File: config.mk
export PLATFORM = sky130hd
export DESIGN_NAME = gmcp_cell
export DESIGN_NICKNAME = d
export VERILOG_FILES = /design/src/hw/rtl/gmcp_pkg.sv /design/src/hw/rtl/gmcp_cell.sv
export SDC_FILE = /design/constraint.sdc
export NUM_CORES = 1
export LEC_CHECK = 0
export BUFFER_PORTS_ARGS = -buffer_cell sky130_fd_sc_hd__buf_2
export CAP_MARGIN = 0
export CORE_UTILIZATION = 30
export DETAILED_ROUTE_END_ITERATION = 12
export GPL_TIMING_DRIVEN = 0
export PLACE_DENSITY_LB_ADDON = 0.3
export SYNTH_ARGS = -nofsm -noshare
export SYNTH_HDL_FRONTEND = slang
export SYNTH_SLANG_ARGS = --single-unit
File: constraint.sdc
create_clock -name clock -period 12.3 [get_ports clock]
set_input_delay 0 -clock clock [delete_from_list [all_inputs] [get_ports clock]]
set_output_delay 0 -clock clock [all_outputs]
set_load 0.005 [all_outputs]
File: src/hw/rtl/gmcp_pkg.sv
// Shared types and constants for the grid minimum-cost path block.
// Used by gmcp_if.sv, gmcp_cell.sv and grid_min_cost_path.sv.
package gmcp_pkg;

   localparam int MAX_ROWS    = 64;
   localparam int MAX_COLS    = 64;
   localparam int HEIGHT_BITS = 16;
   localparam int COST_BITS   = 22;
   localparam int ROW_BITS    = $clog2(MAX_ROWS);
   localparam int COL_BITS    = $clog2(MAX_COLS);
   localparam int DIM_BITS    = 7;
   localparam int ADDR_BITS   = $clog2(MAX_ROWS * MAX_COLS);
   localparam int COUNT_BITS  = 13;
   localparam int ELEV_BITS   = 16;
   localparam int CSR_IDX_BITS = 1;

   localparam logic [CSR_IDX_BITS-1:0] CSR_GRID_COLUMNS = 1'b0;
   localparam logic [CSR_IDX_BITS-1:0] CSR_GRID_ROWS    = 1'b1;

   localparam logic [DIM_BITS-1:0] DIM_RESET = DIM_BITS'(64);

   typedef enum logic [1:0] {
      MOVE_STRAIGHT = 2'd0,
      MOVE_DOWN     = 2'd1,
      MOVE_UP       = 2'd2
   } move_type;

   typedef enum logic [2:0] {
      ST_LOAD,
      ST_SHIFT,
      ST_DRAIN,
      ST_STEP,
      ST_SELECT,
      ST_PREP,
      ST_EMIT
   } state_type;

   // height of the column to the east and cost from there to the east edge
   typedef struct packed {
      logic [HEIGHT_BITS-1:0] height;
      logic [COST_BITS-1:0]   cost;
   } cell_link_type;

   // controls broadcast to every cell
   typedef struct packed {
      logic                shift;
      logic                step;
      logic                east;
      logic [COL_BITS-1:0] wr_col;
      logic [COL_BITS-1:0] rd_col;
   } cell_ctrl_type;

endpackage

File: src/hw/rtl/gmcp_cell.sv
// One row cell of the cost chain: holds the row's current height, the east
// column's height and cost, and the row's move history. Depends on gmcp_pkg.
module gmcp_cell (
   input  logic                              clock,
   input  gmcp_pkg::cell_ctrl_type           ctrl,
   input  logic [gmcp_pkg::HEIGHT_BITS-1:0]  height_in,
   output logic [gmcp_pkg::HEIGHT_BITS-1:0]  height_out,
   input  gmcp_pkg::cell_link_type           down_link,
   input  gmcp_pkg::cell_link_type           up_link,
   input  logic                              down_ok,
   input  logic                              up_ok,
   output gmcp_pkg::cell_link_type           own_link,
   output gmcp_pkg::move_type                move_rd
);

   logic [gmcp_pkg::HEIGHT_BITS-1:0] hcur_ff;
   gmcp_pkg::cell_link_type          link_ff;
   gmcp_pkg::cell_link_type          link_in;
   gmcp_pkg::move_type               move_in;
   gmcp_pkg::move_type               move_mem [gmcp_pkg::MAX_COLS];
   gmcp_pkg::move_type               move_rd_ff;
   logic [gmcp_pkg::HEIGHT_BITS-1:0] diff_st, diff_dn, diff_up;
   logic [gmcp_pkg::COST_BITS-1:0]   cost_st, cost_dn, cost_up;

   // absolute height steps to the three targets
   always_comb begin
      diff_st = (hcur_ff >= link_ff.height) ? hcur_ff - link_ff.height
                                            : link_ff.height - hcur_ff;
      diff_dn = (hcur_ff >= down_link.height) ? hcur_ff - down_link.height
                                              : down_link.height - hcur_ff;
      diff_up = (hcur_ff >= up_link.height) ? hcur_ff - up_link.height
                                            : up_link.height - hcur_ff;
      cost_st = gmcp_pkg::COST_BITS'(diff_st) + link_ff.cost;
      cost_dn = gmcp_pkg::COST_BITS'(diff_dn) + down_link.cost;
      cost_up = gmcp_pkg::COST_BITS'(diff_up) + up_link.cost;
   end

   // pick the cheapest move, ties to straight, then down, then up; east column costs zero
   always_comb begin
      link_in.height = hcur_ff;
      link_in.cost   = cost_st;
      move_in        = gmcp_pkg::MOVE_STRAIGHT;
      if (ctrl.east) begin
         link_in.cost = '0;
      end else begin
         if (down_ok && (cost_dn < link_in.cost)) begin
            link_in.cost = cost_dn;
            move_in      = gmcp_pkg::MOVE_DOWN;
         end
         if (up_ok && (cost_up < link_in.cost)) begin
            link_in.cost = cost_up;
            move_in      = gmcp_pkg::MOVE_UP;
         end
      end
   end

   // advance the height chain and commit a column step
   always_ff @(posedge clock) begin
      if (ctrl.shift) begin
         hcur_ff <= height_in;
      end
      if (ctrl.step) begin
         link_ff <= link_in;
      end
   end

   // move history, one entry per column
   always_ff @(posedge clock) begin
      if (ctrl.step) begin
         move_mem[ctrl.wr_col] <= move_in;
      end
      move_rd_ff <= move_mem[ctrl.rd_col];
   end

   assign height_out = hcur_ff;
   assign own_link   = link_ff;
   assign move_rd    = move_rd_ff;

endmodule

* Yosys cells after proc, flatten, opt, wreduce, memory -nomap -nowiden
Memories as Yosys holds them, arrays and structs flattened. A register that Yosys moved wholly into a read port is not among the register bits.
Index checks and enable logic that the tools add are counted.
** Storage, ports and cells
- Register bits :: 54
- Bits in latches :: 0
- Memory bits (writable) :: 128
- Bits in read-only memories :: 0
- Input bits :: 110
- Output and inout port bits :: 56
- Logic and storage cells :: 31
- Memories :: 1
** Operators by class
- Add/sub/neg operators :: 9
- Multipliers :: 0
- Divide/modulo/power cells :: 0
- $lt $le $gt $ge :: 5
- Equal/unequal tests :: 0
- Shift-type cells :: 0
- Multiplexer cells :: 11
- Bitwise operators :: 0
- Reduce and logical (&&, ||, !) cells :: 2
** Memory list
- move_mem :: words 64, width 2, read ports 1, clocked after Yosys merged registers in 1, wr ports 1, line gmcp_cell.sv:20 : gmcp_pkg::move_type move_mem [gmcp_pkg::MAX_COLS];
** Operators by type and width (number)
- $sub A16 B16 Y16 :: 6
- $add A16 B22 Y22 :: 3
- $mux W22 :: 3
- $ge A16 B16 Y1 :: 3
- $mux W16 :: 3
- $lt A22 B22 Y1 :: 2
- $mux W2 :: 2
- $mux W1 :: 3
- $logic_and A1 B1 Y1 :: 2

* Logic depth before layout (Yosys ltp)
- Word-level depth :: 11
- Mapped depth :: 50
- Depth with buffers taken out :: 45

* Worst setup path before layout
Ideal clock, no wire load.
- Kind :: reg-to-reg
- Start :: reg hcur_ff (netlist bit height_out[0])
- End :: mem move_mem[0][1] (netlist name) (data pin)
- Setup time :: 0.682 ns
- Arrival time :: 11.536 ns
- Data required time :: 11.618 ns
- Setup slack :: 0.082 ns
- Stages on the path, launching flop included :: 47
- Buffers on the path :: 5
- Clock period less this slack :: 12.218 ns
- Path through :: edfxtp_1 > inv_1 > ha_1 > inv_1 > fa_1 > a21o_1 > a21o_1 > a21oi_1 > o21ai_0 > a21oi_1 > and3_1 > o21ai_1 > a21oi_1 > clkbuf_1 > mux2_2 > fa_1 > a211oi_1 > o21a_1 > [11 not listed] > maj3_2 > a21bo_1 > buf_6 > buf_6 > mux2i_2 > ha_1 > a21o_1 > a21o_1 > a21o_1 > a21o_1 > a21o_1 > a21oi_1 > o211ai_1 > o21ai_1 > o21ai_1 > clkbuf_1 > clkbuf_1 > nor3_1
** Between the ends
- Longest elaborated chain between the ends :: 11
- Elaborated cells between the ends (all ways) :: 23
- Those cells by class :: add/sub: 9; order compare: 5; mux: 7; reduce/logical: 2
** Ends and longest elaborated chain
- from (decl) :: line gmcp_cell.sv:16 : logic [gmcp_pkg::HEIGHT_BITS-1:0] hcur_ff;
- from (signal assigned) :: line gmcp_cell.sv:60 : hcur_ff <= height_in;
- $sub A16 B16 Y16, or another cell as far along :: line gmcp_cell.sv:30 : : down_link.height - hcur_ff;
- $mux W16, on equally long branches :: line gmcp_cell.sv:29, gmcp_cell.sv:27
- $add A16 B22 Y22, on equally long branches :: line gmcp_cell.sv:34, gmcp_cell.sv:33
- $lt A22 B22 Y1 :: line gmcp_cell.sv:46 : if (down_ok && (cost_dn < link_in.cost)) begin
- $logic_and A1 B1 Y1 :: line gmcp_cell.sv:46
- $mux W22 :: line gmcp_cell.sv:46
- $mux W22 :: line gmcp_cell.sv:43 : if (ctrl.east) begin
- $lt A22 B22 Y1 (*) :: line gmcp_cell.sv:50 : if (up_ok && (cost_up < link_in.cost)) begin
- $logic_and A1 B1 Y1 (*) :: line gmcp_cell.sv:50
- $mux W2 (*) :: line gmcp_cell.sv:50
- $mux W2 (*) :: line gmcp_cell.sv:43
- named net move_in[1] :: line gmcp_cell.sv:19 : gmcp_pkg::move_type move_in;
- to (decl) :: line gmcp_cell.sv:20
The timed path passes the listed nets; every way through them passes the cells marked *. The select of a mux whose other input is x is not followed.

* Final worst setup path
- Start :: reg hcur_ff (netlist bit height_out[0])
- End :: mem move_mem[39][1] (netlist name) (data pin)
The elaborated chain is that of the path after synthesis.

==> flow_results.xml <==
<?xml version="1.0" encoding="UTF-8"?>
<metrics>
  <group name="status">
    <metric name="status" unit="">complete, no violations</metric>
  </group>
  <group name="global_route">
    <metric name="grt_pass1_wl" unit="µm">71100</metric>
    <metric name="number_of_antenna_violations_at_the_first_check_in_global_routing" unit="">8</metric>
    <metric name="sum_of_overflow_across_all_layers_after_global_routing" unit="">0</metric>
    <metric name="first_global_vias" unit="">12000</metric>
    <metric name="grt_util_all_layers" unit="%">17.9</metric>
    <metric name="grt_max_degree" unit="">45</metric>
  </group>
  <group name="synth">
    <metric name="synthesis.instances" unit="">1471</metric>
    <metric name="ys_dominant_reg_cell" unit="">edfxtp_1</metric>
    <metric name="synthesis.nets" unit="">1775</metric>
    <metric name="synth.top_cells.by_area" unit="">edfxtp_1, ha_1, mux4_2</metric>
    <metric name="synth_enable_flop_cells" unit="">182</metric>
    <metric name="ys.warnings.count" unit="">0</metric>
    <metric name="synth.top_cell.area_share" unit="%">35.4</metric>
    <metric name="yosysMostFrequentCell" unit="">ha_1</metric>
    <metric name="syn-mean-instance-area" unit="µm²">10.5</metric>
    <metric name="ys_seq_elements" unit="">184</metric>
    <metric name="netlist_top_cells_count" unit="">ha_1, edfxtp_1, inv_1</metric>
    <metric name="seq_area_frac_synth" unit="%">35.7</metric>
    <metric name="mappedNetlistArea" unit="mm²">0.0154</metric>
    <metric name="postSynth.asyncResetShare" unit="%">0</metric>
    <metric name="yosysUniqueCellTypes" unit="">89</metric>
    <metric name="synth_top_cell_by_area" unit="">edfxtp_1</metric>
  </group>
  <group name="layout">
    <metric name="drive_above_1_share" unit="%">18.1</metric>
    <metric name="post_route_utilization" unit="%">35.5</metric>
    <metric name="number_of_filler_instances_in_the_final_layout" unit="">5128</metric>
    <metric name="nets" unit="">1981</metric>
    <metric name="area_added_between_synthesis_and_finish" unit="%">16.2</metric>
  </group>
  <group name="pwr">
    <metric name="leakage" unit="nW">7.53</metric>
    <metric name="worst_ir_drop_vdd" unit="mV">0.0969</metric>
    <metric name="cellPowerDensity" unit="mW/mm²">185</metric>
  </group>
  <group name="run">
    <metric name="maxCapViolations" unit="">0</metric>
  </group>
  <group name="route">
    <metric name="drt_pass1_iterations" unit="">5</metric>
    <metric name="drt_iter0_markers" unit="">940</metric>
    <metric name="post_drt_antenna_nets" unit="">0</metric>
    <metric name="average_detailed_routed_wire_length_per_instance" unit="µm">19.7</metric>
    <metric name="number_of_vias_per_cell" unit="">5.18</metric>
    <metric name="finalWirelength" unit="µm">46600</metric>
    <metric name="remaining_drc_errors" unit="">0</metric>
    <metric name="vias" unit="">12200</metric>
  </group>
  <group name="worst_setup_path">
    <metric name="critical-path-top-cell-by-count" unit="">a21o_1</metric>
    <metric name="crit_required" unit="ps">12620</metric>
    <metric name="crit_path_end_kind" unit="">flop</metric>
    <metric name="path_buf_inv" unit="">12</metric>
    <metric name="path_class" unit="">flop to flop</metric>
    <metric name="crit_family" unit="">compound AO/OA/AOI/OAI gates</metric>
    <metric name="crit_slowest_cell" unit="">edfxtp_1</metric>
    <metric name="timing.critical_path.slowest_cell_delay" unit="ps">520</metric>
    <metric name="critPathMaxFanout" unit="">14</metric>
    <metric name="worstPathArrival" unit="ps">11750</metric>
    <metric name="cp_launch_type" unit="">flop</metric>
  </group>
  <group name="placement">
    <metric name="io_buffer_count" unit="">157</metric>
    <metric name="place.gp.congestion" unit="">0.898</metric>
    <metric name="hpwl" unit="µm">37500</metric>
  </group>
  <group name="sta">
    <metric name="fmax" unit="GHz">0.0875</metric>
    <metric name="maxSlewViolCount" unit="">0</metric>
    <metric name="finalHoldWorstSlack" unit="ps">55.4</metric>
    <metric name="rsz0062_at_grt" unit="">false</metric>
    <metric name="tightestPinTransition" unit="ps">1150</metric>
    <metric name="finClkSkew" unit="ps">10.4</metric>
    <metric name="final.period_utilization" unit="%">92.9</metric>
    <metric name="hold_violations" unit="">0</metric>
    <metric name="timing.final.crit_period" unit="ps">11430</metric>
    <metric name="timing.max_slew.rel_slack" unit="%">23.4</metric>
    <metric name="setup_viol" unit="">0</metric>
  </group>
  <group name="floorplan">
    <metric name="initial_util" unit="%">30.6</metric>
    <metric name="num_io_pins" unit="">166</metric>
    <metric name="num_rows" unit="">82</metric>
    <metric name="die-area" unit="mm²">0.0524</metric>
    <metric name="floorplan.core_area" unit="mm²">0.0505</metric>
    <metric name="dieHeight" unit="µm">229</metric>
    <metric name="die_boundary_width" unit="µm">229</metric>
  </group>
  <group name="clock_tree">
    <metric name="cts_buffers" unit="">17</metric>
    <metric name="cts_root_buffer" unit="">clkbuf_16</metric>
    <metric name="max-clock-path-buffers" unit="">2</metric>
    <metric name="clock_latency" unit="ps">470</metric>
    <metric name="cts_tree" unit="">yes</metric>
    <metric name="cts_htree_levels" unit="">4</metric>
    <metric name="cts_num_sinks" unit="">184</metric>
    <metric name="worst_setup_hold_path_clk_slew" unit="ps">70</metric>
    <metric name="post_cts_buffers" unit="">0</metric>
  </group>
  <group name="worst_hold_path">
    <metric name="path_type_of_the_worst_min_delay_path" unit="">primary input to flop</metric>
  </group>
</metrics>
[tightest hold or removal path, cell delays in order]
cell	delay [ps]
buf_2	80
xnor2_1	160
o311a_1	180
[what timing repair did]
item | in CTS | in global routing
hold buffers | 21 | 0
endpoints found under the hold margin | 35 | 0
resized for setup | 0 | 6
endpoints found under the setup margin | 0 | 118
[state kept, by name, summed over array words and instances (netlist names)]
name / cells
height_out: 16
move_rd: 2
move_mem: 128
own_link: 38
[cell usage in the layout, fill, tap and decap left out, types with 10 or more instances in the layout]
| master | n |
|---|---|
| buf_2 | 161 |
| nand2_1 | 70 |
| nor2_1 | 116 |
| a21oi_1 | 99 |
| o21a_1 | 18 |
| xnor2_1 | 67 |
| clkbuf_1 | 39 |
| edfxtp_1 | 182 |
| o21bai_1 | 24 |
| mux2i_2 | 15 |
| o21ai_0 | 49 |
| clkbuf_16 | 17 |
| buf_6 | 11 |
| nor2b_1 | 25 |
| mux4_2 | 42 |
| a21o_1 | 52 |
| a31oi_1 | 10 |
| nand4_1 | 20 |
| mux2i_1 | 18 |
| a211oi_1 | 15 |
| nand3_1 | 21 |
| ha_1 | 185 |
| xor2_1 | 31 |
| dlygate4sd3_1 | 21 |
| o21ai_1 | 26 |
| inv_1 | 125 |
| nor3_1 | 20 |
| o311a_1 | 19 |
| and2_1 | 12 |
[logic make-up (layout without fill, tap and decap cells)]
family	Yosys count	in the layout	synth area share, %
AOI/OAI and AO/OA	394	394	17.8
xor gates and xnor gates	98	98	5.56
adders and majority gates	195	195	16.2
buffers and inverters	182	400	4.84
DFF	184	184	35.7
muxes	89	89	9.78
other	0	1	0
and+or+nand+nor	329	329	10.1
[path summary, 6_finish.rpt]
kind,from,to,slack [ps],cells after the start
worst max-delay path,height_out[0]$_DFFE_PP_,move_mem[39][1]$_DFFE_PP_,870,50
worst min-delay path,up_link[21],own_link[21]$_SDFFCE_PP0P_,60,3
worst max register to register,height_out[0]$_DFFE_PP_,move_mem[39][1]$_DFFE_PP_,870,50
worst min register to register,height_out[4]$_DFFE_PP_,own_link[26]$_DFFE_PP_,660,0
[power breakdown]
part / leakage (nW) / internal, mW / switching [mW]
clock network: 0.255 / 0.259 / 0.257
registers: 1.82 / 0.759 / 0.0445
logic: 5.46 / 0.851 / 1.16
total: 7.53 / 1.87 / 1.46
[metrics by stage]
stage / area [µm²] / setup WS, ps / std cells / total power, mW / setup TNS (ps)
finish: 17900 / 868 / 2362 / 3.32 / 0
global route: 17900 / 34.4 / 2362 / 3.60 / 0
CTS: 17900 / 223 / 2361 / 3.33 / 0
detailed placement: 17200 / 240 / 2309 / 2.79 / 0
global placement: 17100 / -5130 / 2300 / 2.76 / -630170
floorplan: 15400 / 82.3 / 1471 / 2.26 / 0
[area by class of cell]
| type | count | area [µm²] | share of cell area (%) |
|---|---|---|---|
| antenna | 1 | 2.50 | 0.0140 |
| timing repair buffer | 187 | 1100 | 6.14 |
| sequential | 184 | 5510 | 30.7 |
| clock buffer | 18 | 429 | 2.39 |
| tap | 672 | 841 | 4.69 |
| multi-input combinational | 1105 | 9210 | 51.3 |
| clock inverter | 13 | 98.8 | 0.551 |
| buffer | 57 | 279 | 1.56 |
| inverter | 125 | 469 | 2.62 |
[per-layer routing]
metal  GRT usage, %  vias to the layer above  share of wire, %
li1               -                     5896                 -
met1           24.6                     5967                48
met2           28.3                      309                45
met3           4.19                       52               5.5
met4           4.42                       12               1.7
met5              0                        -              0.14
(Power assumes the default switching activity.)
